===== src/sv/mpl2d_pkg.sv =====
// ---------------------------------------------------------------------------
// mpl2d_pkg
// Types and constants shared by the masked patch L2 distance block.
// ---------------------------------------------------------------------------
`default_nettype none

package mpl2d_pkg;

   localparam int unsigned PIXEL_BITS = 8;
   localparam int unsigned SUM_BITS   = 28;
   localparam int unsigned SQ_BITS    = 2 * PIXEL_BITS;
   localparam int unsigned FRAC_BITS  = 8;
   localparam int unsigned ROOT_BITS  = 22;
   localparam int unsigned OPND_BITS  = 2 * ROOT_BITS;
   localparam int unsigned REM_BITS   = ROOT_BITS + 1;
   localparam int unsigned STEP_BITS  = 5;

   localparam logic [SUM_BITS-1:0]  SUM_MAX   = '1;
   localparam logic [STEP_BITS-1:0] LAST_STEP = STEP_BITS'(ROOT_BITS - 1);

   // Configuration register indexes.
   localparam int unsigned CSR_INDEX_BITS = 2;
   localparam logic [CSR_INDEX_BITS-1:0] CSR_MASK_ENABLE = 2'd0;
   localparam logic [CSR_INDEX_BITS-1:0] CSR_EMPTY_CODE  = 2'd1;
   localparam logic [CSR_INDEX_BITS-1:0] CSR_TARGET_CODE = 2'd2;
   localparam int unsigned CSR_DATA_BITS = 8;

   typedef struct packed {
      logic [PIXEL_BITS-1:0] pixel_a;
      logic [PIXEL_BITS-1:0] pixel_b;
      logic [PIXEL_BITS-1:0] pixel_status;
      logic                  last_pixel;
   } req_type;

   typedef struct packed {
      logic [ROOT_BITS-1:0] distance_q8;
      logic                 saturated;
   } rsp_type;

   typedef enum logic [1:0] {
      ST_IDLE,
      ST_DRAIN,
      ST_ROOT,
      ST_REPLY
   } state_type;

   typedef struct packed {
      logic accept;
      logic root_load;
      logic root_step;
   } cmd_type;

   typedef struct packed {
      logic last_at_acc;
   } status_type;

endpackage : mpl2d_pkg

`default_nettype wire


===== src/sv/mpl2d_ctrl.sv =====
// ---------------------------------------------------------------------------
// mpl2d_ctrl
// Controller: accepts requests, waits for the last pixel to reach the
// accumulator, then sequences the square root steps and the reply.
// ---------------------------------------------------------------------------
`default_nettype none

module mpl2d_ctrl (
   input  wire logic                  clock,
   input  wire logic                  reset,
   input  wire logic                  start,
   input  wire logic                  last_pixel,
   output logic                       busy,
   output logic                       rsp_strobe,
   output mpl2d_pkg::cmd_type         cmd,
   input  wire mpl2d_pkg::status_type status
);
   import mpl2d_pkg::*;

   state_type             state_ff, state_in;
   logic [STEP_BITS-1:0]  step_ff, step_in;
   logic                  accept;

   assign busy   = (state_ff != ST_IDLE);
   assign accept = start & ~busy;

   always_comb begin
      state_in = state_ff;
      unique case (state_ff)
         ST_IDLE: begin
            if (accept && last_pixel) state_in = ST_DRAIN;
         end
         ST_DRAIN: begin
            if (status.last_at_acc) state_in = ST_ROOT;
         end
         ST_ROOT: begin
            if (step_ff == LAST_STEP) state_in = ST_REPLY;
         end
         ST_REPLY: begin
            state_in = ST_IDLE;
         end
         default: state_in = ST_IDLE;
      endcase
   end

   always_comb begin
      cmd            = '0;
      rsp_strobe     = 1'b0;
      step_in        = step_ff;
      cmd.accept     = accept;
      unique case (state_ff)
         ST_IDLE: begin
         end
         ST_DRAIN: begin
            cmd.root_load = status.last_at_acc;
            step_in       = '0;
         end
         ST_ROOT: begin
            cmd.root_step = 1'b1;
            step_in       = step_ff + 1'b1;
         end
         ST_REPLY: begin
            rsp_strobe = 1'b1;
         end
         default: begin
         end
      endcase
   end

   always_ff @(posedge clock) begin
      if (reset) begin
         state_ff <= ST_IDLE;
         step_ff  <= '0;
      end else begin
         state_ff <= state_in;
         step_ff  <= step_in;
      end
   end

endmodule : mpl2d_ctrl

`default_nettype wire


===== src/sv/mpl2d_dp.sv =====
// ---------------------------------------------------------------------------
// mpl2d_dp
// Datapath: configuration registers, two-stage square pipeline, saturating
// accumulator and a radix-2 restoring square root unit.
// ---------------------------------------------------------------------------
`default_nettype none

module mpl2d_dp (
   input  wire logic                                   clock,
   input  wire logic                                   reset,
   input  wire logic                                   csr_we,
   input  wire logic [mpl2d_pkg::CSR_INDEX_BITS-1:0]   csr_index,
   input  wire logic [mpl2d_pkg::CSR_DATA_BITS-1:0]    csr_wdata,
   input  wire mpl2d_pkg::req_type                     req_data,
   input  wire mpl2d_pkg::cmd_type                     cmd,
   output mpl2d_pkg::status_type                       status,
   output mpl2d_pkg::rsp_type                          rsp_data
);
   import mpl2d_pkg::*;

   // Configuration.
   logic                   mask_enable_ff;
   logic [PIXEL_BITS-1:0]  empty_code_ff;
   logic [PIXEL_BITS-1:0]  target_code_ff;

   // Stage 1: registered request.
   logic                   s1_valid_ff;
   logic                   s1_keep_ff;
   logic                   s1_last_ff;
   logic [PIXEL_BITS-1:0]  s1_a_ff;
   logic [PIXEL_BITS-1:0]  s1_b_ff;

   // Stage 2: squared difference.
   logic                   s2_valid_ff;
   logic                   s2_keep_ff;
   logic                   s2_last_ff;
   logic [SQ_BITS-1:0]     s2_sq_ff, s2_sq_in;

   // Accumulator.
   logic [SUM_BITS-1:0]    acc_ff, acc_in;
   logic                   sat_ff, sat_in;
   logic [SUM_BITS:0]      acc_wide;
   logic [SUM_BITS-1:0]    sum_next;
   logic                   sat_next;

   // Square root unit.
   logic [OPND_BITS-1:0]   opnd_ff, opnd_in;
   logic [REM_BITS-1:0]    rem_ff, rem_in;
   logic [ROOT_BITS-1:0]   root_ff, root_in;
   logic                   rsp_sat_ff, rsp_sat_in;
   logic [REM_BITS+1:0]    rem_shift;
   logic [REM_BITS+1:0]    trial;
   logic [REM_BITS+1:0]    rem_diff;

   logic                   req_skip;
   logic [PIXEL_BITS-1:0]  abs_diff;

   always_ff @(posedge clock) begin
      if (reset) begin
         mask_enable_ff <= 1'b1;
         empty_code_ff  <= 8'd0;
         target_code_ff <= 8'd1;
      end else if (csr_we) begin
         unique case (csr_index)
            CSR_MASK_ENABLE: mask_enable_ff <= csr_wdata[0];
            CSR_EMPTY_CODE:  empty_code_ff  <= csr_wdata;
            CSR_TARGET_CODE: target_code_ff <= csr_wdata;
            default: begin
            end
         endcase
      end
   end

   assign req_skip = mask_enable_ff &&
                     ((req_data.pixel_status == empty_code_ff) ||
                      (req_data.pixel_status == target_code_ff));

   always_ff @(posedge clock) begin
      if (reset) begin
         s1_valid_ff <= 1'b0;
         s2_valid_ff <= 1'b0;
      end else begin
         s1_valid_ff <= cmd.accept;
         s2_valid_ff <= s1_valid_ff;
      end
   end

   always_ff @(posedge clock) begin
      if (cmd.accept) begin
         s1_keep_ff <= ~req_skip;
         s1_last_ff <= req_data.last_pixel;
         s1_a_ff    <= req_data.pixel_a;
         s1_b_ff    <= req_data.pixel_b;
      end
   end

   assign abs_diff = (s1_a_ff > s1_b_ff) ? (s1_a_ff - s1_b_ff) : (s1_b_ff - s1_a_ff);
   assign s2_sq_in = SQ_BITS'(abs_diff) * SQ_BITS'(abs_diff);

   always_ff @(posedge clock) begin
      s2_keep_ff <= s1_keep_ff;
      s2_last_ff <= s1_last_ff;
      s2_sq_ff   <= s2_sq_in;
   end

   assign status.last_at_acc = s2_valid_ff & s2_last_ff;

   // The sum clamps at its maximum; reaching the maximum exactly also counts
   // as saturation.
   always_comb begin
      acc_wide = {1'b0, acc_ff} + (SUM_BITS+1)'(s2_sq_ff);
      sum_next = acc_ff;
      sat_next = sat_ff;
      if (s2_keep_ff) begin
         if (acc_wide >= {1'b0, SUM_MAX}) begin
            sum_next = SUM_MAX;
            sat_next = 1'b1;
         end else begin
            sum_next = acc_wide[SUM_BITS-1:0];
         end
      end
   end

   always_comb begin
      acc_in = acc_ff;
      sat_in = sat_ff;
      if (cmd.root_load) begin
         acc_in = '0;
         sat_in = 1'b0;
      end else if (s2_valid_ff) begin
         acc_in = sum_next;
         sat_in = sat_next;
      end
   end

   always_ff @(posedge clock) begin
      if (reset) begin
         acc_ff <= '0;
         sat_ff <= 1'b0;
      end else begin
         acc_ff <= acc_in;
         sat_ff <= sat_in;
      end
   end

   // Each step brings down two operand bits and decides one root bit.
   assign rem_shift = {rem_ff, opnd_ff[OPND_BITS-1 -: 2]};
   assign trial     = {1'b0, root_ff, 2'b01};
   assign rem_diff  = rem_shift - trial;

   always_comb begin
      opnd_in    = opnd_ff;
      rem_in     = rem_ff;
      root_in    = root_ff;
      rsp_sat_in = rsp_sat_ff;
      if (cmd.root_load) begin
         opnd_in    = {sum_next, {(OPND_BITS-SUM_BITS){1'b0}}};
         rem_in     = '0;
         root_in    = '0;
         rsp_sat_in = sat_next;
      end else if (cmd.root_step) begin
         opnd_in = {opnd_ff[OPND_BITS-3:0], 2'b00};
         if (rem_shift >= trial) begin
            rem_in  = rem_diff[REM_BITS-1:0];
            root_in = {root_ff[ROOT_BITS-2:0], 1'b1};
         end else begin
            rem_in  = rem_shift[REM_BITS-1:0];
            root_in = {root_ff[ROOT_BITS-2:0], 1'b0};
         end
      end
   end

   always_ff @(posedge clock) begin
      opnd_ff    <= opnd_in;
      rem_ff     <= rem_in;
      root_ff    <= root_in;
      rsp_sat_ff <= rsp_sat_in;
   end

   assign rsp_data.distance_q8 = root_ff;
   assign rsp_data.saturated   = rsp_sat_ff;

endmodule : mpl2d_dp

`default_nettype wire


===== src/sv/masked_patch_l2_distance.sv =====
// ---------------------------------------------------------------------------
// masked_patch_l2_distance
// Masked sum of squared pixel differences over a patch, reported as the
// square root in unsigned fixed point with 8 fraction bits.
// ---------------------------------------------------------------------------
// Pixels are taken one per cycle while busy is low. A request that carries
// last_pixel raises busy: the final square passes through the two pipeline
// registers, and when it reaches the accumulator the root unit is loaded
// with the final sum; the root unit then retires one result bit per cycle,
// and the result is shown on rsp_data for the single cycle that rsp_strobe
// is high. The receiver cannot stall, so it must take the result in that
// cycle. The accumulator is cleared with each result.
`default_nettype none

module masked_patch_l2_distance (
   input  wire logic                                 clock,
   input  wire logic                                 reset,
   input  wire logic                                 start,
   output logic                                      busy,
   input  wire mpl2d_pkg::req_type                   req_data,
   output logic                                      rsp_strobe,
   output mpl2d_pkg::rsp_type                        rsp_data,
   input  wire logic                                 csr_we,
   input  wire logic [mpl2d_pkg::CSR_INDEX_BITS-1:0] csr_index,
   input  wire logic [mpl2d_pkg::CSR_DATA_BITS-1:0]  csr_wdata
);
   import mpl2d_pkg::*;

   cmd_type    cmd;
   status_type status;

   mpl2d_ctrl u_ctrl (
      .clock      (clock),
      .reset      (reset),
      .start      (start),
      .last_pixel (req_data.last_pixel),
      .busy       (busy),
      .rsp_strobe (rsp_strobe),
      .cmd        (cmd),
      .status     (status)
   );

   mpl2d_dp u_dp (
      .clock     (clock),
      .reset     (reset),
      .csr_we    (csr_we),
      .csr_index (csr_index),
      .csr_wdata (csr_wdata),
      .req_data  (req_data),
      .cmd       (cmd),
      .status    (status),
      .rsp_data  (rsp_data)
   );

endmodule : masked_patch_l2_distance

`default_nettype wire


===== config.mk =====
export PLATFORM = sky130hd
export DESIGN_NAME = masked_patch_l2_distance
export DESIGN_NICKNAME = d
export VERILOG_FILES = /design/src/sv/mpl2d_pkg.sv /design/src/sv/mpl2d_ctrl.sv /design/src/sv/mpl2d_dp.sv /design/src/sv/masked_patch_l2_distance.sv
export SDC_FILE = /design/constraint.sdc
export NUM_CORES = 1
export LEC_CHECK = 0
export BUFFER_PORTS_ARGS = -buffer_cell sky130_fd_sc_hd__buf_2
export CAP_MARGIN = 15
export CORE_MARGIN = 2
export CORE_UTILIZATION = 42
export CTS_BUF_LIST = sky130_fd_sc_hd__clkbuf_4 sky130_fd_sc_hd__clkbuf_8
export DETAILED_ROUTE_END_ITERATION = 12
export SETUP_SLACK_MARGIN = 0.1
export SLEW_MARGIN = 20
export SYNTH_ARGS = -nofsm -noshare
export SYNTH_HDL_FRONTEND = slang
export SYNTH_HIERARCHICAL = 1
export SYNTH_SLANG_ARGS = --single-unit

===== constraint.sdc =====
create_clock -name clock -period 6.3 [get_ports clock]
set_clock_uncertainty 0.2 [all_clocks]
set_input_delay 1.26 -clock clock [delete_from_list [all_inputs] [get_ports clock]]
set_output_delay 1.26 -clock clock [all_outputs]
set_load 0.02 [all_outputs]

# Word level (Yosys, flattened, before mapping)
# Cells that the tools add are included.
[op_classes]
mul = 1
n_mux = 17
eq_ne = 11
n_addsub = 5
bitwise = 4
order_cmp = 3
reduce_logical = 13
[op_table]
columns = ["operator", "count"]
rows = [
  ["$mux W44", 2],
  ["$mux W28", 2],
  ["$add A28 B16 Y29", 1],
  ["$ge A29 B28 Y1 const B", 1],
  ["$ge A25 B24 Y1", 1],
  ["$mux W23", 1],
  ["$sub A23 B23 Y23", 1],
  ["$eq A8 B8 Y1", 2],
  ["$mul A8 B8 Y16", 1],
  ["$sub A8 B8 Y8", 2],
  ["$pmux W5 S2", 1],
  ["$gt A8 B8 Y1", 1],
  ["$mux W8", 1],
  ["$pmux W2 S4", 1],
  ["$eq A2 B2 Y1 const B", 3],
  ["$mux W1", 6],
  ["$mux W2", 3],
  ["$ne A2 B1 Y1 const B", 3],
  ["$reduce_and A2 Y1", 3],
  ["$reduce_bool A2 Y1", 3],
  ["$add A5 B1 Y5 const B", 1],
  ["$eq A5 B5 Y1 const B", 1],
  ["$eq A2 B1 Y1 const B", 2],
  ["$logic_not A2 Y1", 2],
  ["other kinds (6)", 9],
]
[totals]
in_bits = 39
elab_cells = 74
regBits = 165
out_inout_bits = 25

# Logic depth before layout (Yosys ltp)
[depth]
depth_word = 6
ltp_mapped = 32
depth_no_buf = 32

# Cells and area by module
# Netlist, hierarchy kept.
[by_module_without_submodules]
columns = ["mod", "instances", "cells_each", "area_each_um2", "seq_area_each_um2"]
rows = [
  ["mpl2d_dp", 1, 1247, 11040.6, 3613.5],
  ["mpl2d_ctrl", 1, 46, 426.7, 140.1],
]

# Least setup slack after synthesis
# Ideal clock, no wire load.
[synth_timing]
kind = "reg-to-reg"
from = "reg u_dp.s1_b_ff[0]"
to = "reg u_dp.s2_sq_ff[15]"
period_less_slack_ns = 6.665
setup_ns = 0.121
path_buffers = 0
path_stages_with_launch = 27
required_time_ns = 5.979
slack_ns = -0.365
arrival_ns = 6.344
path_cell_list = "edfxtp_1 > ha_1 > fa_1 > nor2b_1 > o21ai_0 > a21boi_0 > o21a_1 > o21a_1 > o21a_1 > mux2i_1 > xnor2_1 > or2_2 > inv_1 > fa_1 > fa_1 > inv_1 > fa_1 > fa_1 > inv_1 > ha_1 > a21oi_1 > o21bai_1 > a21oi_1 > nor2b_1 > o21a_1 > o41a_1 > xor2_1"
[synth_via]
elab_chain_len = 3
word_cells_on_any_way = 5
classes_between = "add/sub: 2; mul: 1; order compare: 1; mux: 1"
[synth_rtl]
columns = ["item", "line", "text"]
rows = [
  ["from (decl)", "mpl2d_dp.sv:31", "logic [PIXEL_BITS-1:0] s1_b_ff;"],
  ["from (signal assigned)", "mpl2d_dp.sv:93", "s1_b_ff <= req_data.pixel_b;"],
  ["$sub A8 B8 Y8 / $gt A8 B8 Y1 (equally long branches)", "mpl2d_dp.sv:97", "assign abs_diff = (s1_a_ff > s1_b_ff) ? (s1_a_ff - s1_b_ff) : (s1_b_ff - s1_a_ff);"],
  ["$mux W8 (*)", "mpl2d_dp.sv:97", ""],
  ["$mul A8 B8 Y16 (*)", "mpl2d_dp.sv:98", "assign s2_sq_in = SQ_BITS'(abs_diff) * SQ_BITS'(abs_diff);"],
  ["named net u_dp.s2_sq_in[15]", "mpl2d_dp.sv:37", "logic [SQ_BITS-1:0] s2_sq_ff, s2_sq_in;"],
  ["to (signal assigned)", "mpl2d_dp.sv:103", "s2_sq_ff <= s2_sq_in;"],
  ["to (decl)", "mpl2d_dp.sv:37", ""],
]
# The timed path passes the listed nets; every way through them passes the cells marked *.
# A chain may end at the register's enable or synchronous reset.

# Worst setup path after layout
[layout_timing]
from = "reg u_dp.s1_a_ff[0]"
to = "reg u_dp.s2_sq_ff[15]"
[layout_via]
elab_chain_len = 3
word_cells_on_any_way = 5
classes_between = "add/sub: 2; mul: 1; order compare: 1; mux: 1"
[layout_rtl]
columns = ["item", "line", "text"]
rows = [
  ["from (decl)", "mpl2d_dp.sv:30", "logic [PIXEL_BITS-1:0] s1_a_ff;"],
  ["from (signal assigned)", "mpl2d_dp.sv:92", "s1_a_ff <= req_data.pixel_a;"],
  ["$sub A8 B8 Y8 / $gt A8 B8 Y1 (equally long branches)", "mpl2d_dp.sv:97", ""],
  ["$mux W8 (*)", "mpl2d_dp.sv:97", ""],
  ["$mul A8 B8 Y16 (*)", "mpl2d_dp.sv:98", ""],
  ["named net u_dp.s2_sq_in[15]", "mpl2d_dp.sv:37", ""],
]
# Marked as above.

==> flow_summary.ini <==
[timing]
fmax_mhz = 160
finalHoldViolCount = 0
setup_viol = 0
hold_slack_ns = 0.142
maxSlewHeadroom = 0.370
fin_crit_ns = 6.26
rsz0062_at_grt = true
actual_slew_at_the_worst_max_slew_pin_ns = 0.921
share_of_the_cycle_needed_by_the_critical_path_after_routing = 0.993
report.final.slew_viol_count = 0
fin_ws_ns = 0.0432

[synthesis]
net_count_of_the_mapped_netlist = 1451
post-synth-top-area-fraction = 0.204
yosysSeqAreaShare = 0.327
largest_cells_by_area_after_synthesis = dfxtp_1 20%, edfxtp_1 12%, ha_1 10%
synthDistinctLibCells = 77
synthCells = 1293
synth.avg_cell_area_um2 = 8.87
synth_enable_flop_cells = 47
post-synth-top-count-cell = nor2_1
synth-warning-count = 6
async_reset_ff_frac = 0
mappedNetlistArea_um2 = 11500
synth_largest_area_cell = dfxtp_1
ys_ff_latch = 164
ys_dominant_reg_cell = dfxtp_1
synth_commonest_cells = 162 x nor2_1, 131 x inv_1, 117 x dfxtp_1, 92 x ha_1, 68 x o21ai_0

[placement]
dp_hpwl_um = 18700
place_congestion = 0.853
numPortBuffers = 63
pre_cts_slack_ns = -0.192

[hold_path]
worst_hold_path_type = reg2reg
min-delay-start = u_dp/s1_last_ff$_DFFE_PP_

[route]
drc_errors = 0
wl_per_cell_um = 14.8
vias = 9316
finalWirelength_um = 25500
detailedRoute.firstPassIterationCount = 5
vias_per_cell = 5.40
postRouteAntennaNets = 0
detail_route.iter0.violations = 492

[clock_tree]
cts_max_path_buffers = 2
ctsRootBufferMaster = clkbuf_8
clkSlewWorstSetupHoldPaths_ns = 0.11
cts_made_buffers = 17
h_tree_depth = 4
tritoncts = done
clock-sinks = 164
clkLatencyLatePin_ns = 0.47

[worst_setup_path]
worst-setup-path-type = reg2reg
critical_path_peak_fanout = 6
timing.rr.end = u_dp/s2_sq_ff[15]$_DFF_P_
cp.arrival_ns = 6.43
critical_path.endpoint = u_dp/s2_sq_ff[15]$_DFF_P_
setup.worst_path.end_class = register
regToRegStartpoint = u_dp/s1_a_ff[0]$_DFFE_PP_
ff2ff_setup_slack_ns = 0.04
startpoint_type = register
critPathRequiredTime_ns = 6.47
worst_r2r_path_depth = 27
worst_setup_sp = u_dp/s1_a_ff[0]$_DFFE_PP_

[grt]
grt_max_degree = 73
overflow = 0
gr-usage-all-layers = 0.181
first_global_vias = 8988
grt_antenna_before_repair = 0
global_route_wire_length_before_repair_um = 42800

[final_layout]
multi_input_comb_area_um2 = 7160
fin_util = 0.484
antenna_cells = 0
layout.nets = 1529
register_area_um2 = 3750
post_route_cells_drive_above_1_share = 0.170
syn2layout_area_growth_pct = 13.3
layout.filler_cells = 2601

[floorplan]
die_width_um = 169
boundaryPins = 64
die_area_um2 = 28600
row_count = 60
floorplan.core_area_um2 = 26900
effective_utilization_at_floorplan = 0.427
dieHeight_um = 169

[outcome]
run_status = completed

[job]
maxCapViolCount = 0
-- layout by cell type, fill, tap and decap left out, types with 23 or more instances in the layout --
| cell type | count |
|---|---|
| dfxtp_1 | 117 |
| edfxtp_1 | 47 |
| nand2_1 | 51 |
| a21oi_1 | 55 |
| mux2i_1 | 46 |
| inv_1 | 129 |
| nor3_1 | 23 |
| buf_2 | 63 |
| a21o_1 | 30 |
| o21ai_0 | 64 |
| buf_4 | 58 |
| fa_1 | 25 |
| ha_1 | 87 |
| xnor2_1 | 54 |
| nor2_1 | 157 |
| a31oi_1 | 25 |
-- per-layer routing --
metal | global-route usage | vias up | routed length, um
met2 | 0.312 | 131 | 12500
li1 | - | 4719 | -
met4 | 0.0483 | 0 | 286
met5 | 0 | - | 0
met1 | 0.239 | 4444 | 12200
met3 | 0.0226 | 22 | 588
-- timing repair --
action	in CTS	in global routing
hold buffers	0	0
setup buffers	2	4
gates resized for setup	10	22
endpoints found under the setup margin	4	6
pin swaps	8	16
-- worst min-delay path by stage --
stage | to | slack, ns | cells after the start
after floorplan | u_dp/s2_keep_ff$_DFF_P_ | 0.12 | 0
after global placement | u_dp/s2_keep_ff$_DFF_P_ | 0.13 | 0
after global routing | u_dp/s2_last_ff$_DFF_P_ | 0.16 | 0
after CTS | u_dp/s2_last_ff$_DFF_P_ | 0.14 | 0
after detailed placement | u_dp/s2_keep_ff$_DFF_P_ | 0.13 | 0
final | u_dp/s2_last_ff$_DFF_P_ | 0.14 | 0
-- registers in the layout, summed over array words and instances (netlist names), 2 cells and up --
register             cells
u_dp/acc_ff             28
u_dp/opnd_ff            28
u_dp/rem_ff             23
u_dp/root_ff            22
u_dp/s2_sq_ff           15
u_dp/empty_code_ff       8
u_dp/s1_a_ff             8
u_dp/s1_b_ff             8
u_dp/target_code_ff      8
u_ctrl/step_ff           5
u_ctrl/state_ff          2
-- through the flow --
stage	area [um^2]	TNS (ns)	instances
floorplan	11600	0	1293
global placement	12400	-0.0815	1687
detailed placement	12400	-0.288	1687
CTS	12900	-0.0625	1721
global route	13000	-0.666	1725
finish	13000	0	1725
-- cell type report --
cell class	instances	area share
clock inverters	15	0.0126
flip-flops and latches	164	0.289
repair buffers	122	0.0586
inverters	131	0.0378
well taps	341	0.0328
multi-input cells	935	0.551
clock buffers	17	0.0180
-- critical path: stages, from the launching register on --
cell	delay [ns]
edfxtp_1	0.39
inv_1	0.07
ha_2	0.19
fa_2	0.20
nor2b_1	0.05
o21ai_1	0.14
a21boi_1	0.08
o21a_1	0.19
o21a_4	0.23
o31a_1	0.25
a31oi_1	0.21
o2111ai_2	0.18
or2_4	0.31
inv_2	0.05
fa_1	0.43
fa_1	0.54
inv_1	0.05
fa_1	0.46
fa_1	0.56
inv_2	0.05
ha_4	0.23
a21oi_2	0.15
o21bai_1	0.09
a21oi_2	0.14
nor2b_1	0.06
o21a_1	0.18
o41a_1	0.32
xor2_1	0.14
-- cells by family after synthesis --
logic type | share of synthesized area
AO/OA/AOI/OAI | 0.203
XOR/XNOR | 0.0565
adder cells (fa/ha/maj) | 0.148
buffers and inverters | 0.0676
flip-flops | 0.327
multiplexers | 0.0478
AND/OR/NAND/NOR | 0.150
Power is left out: the tool's default activity adds up to more than one toggle a clock period on the data nets, which glitch-free logic cannot reach.
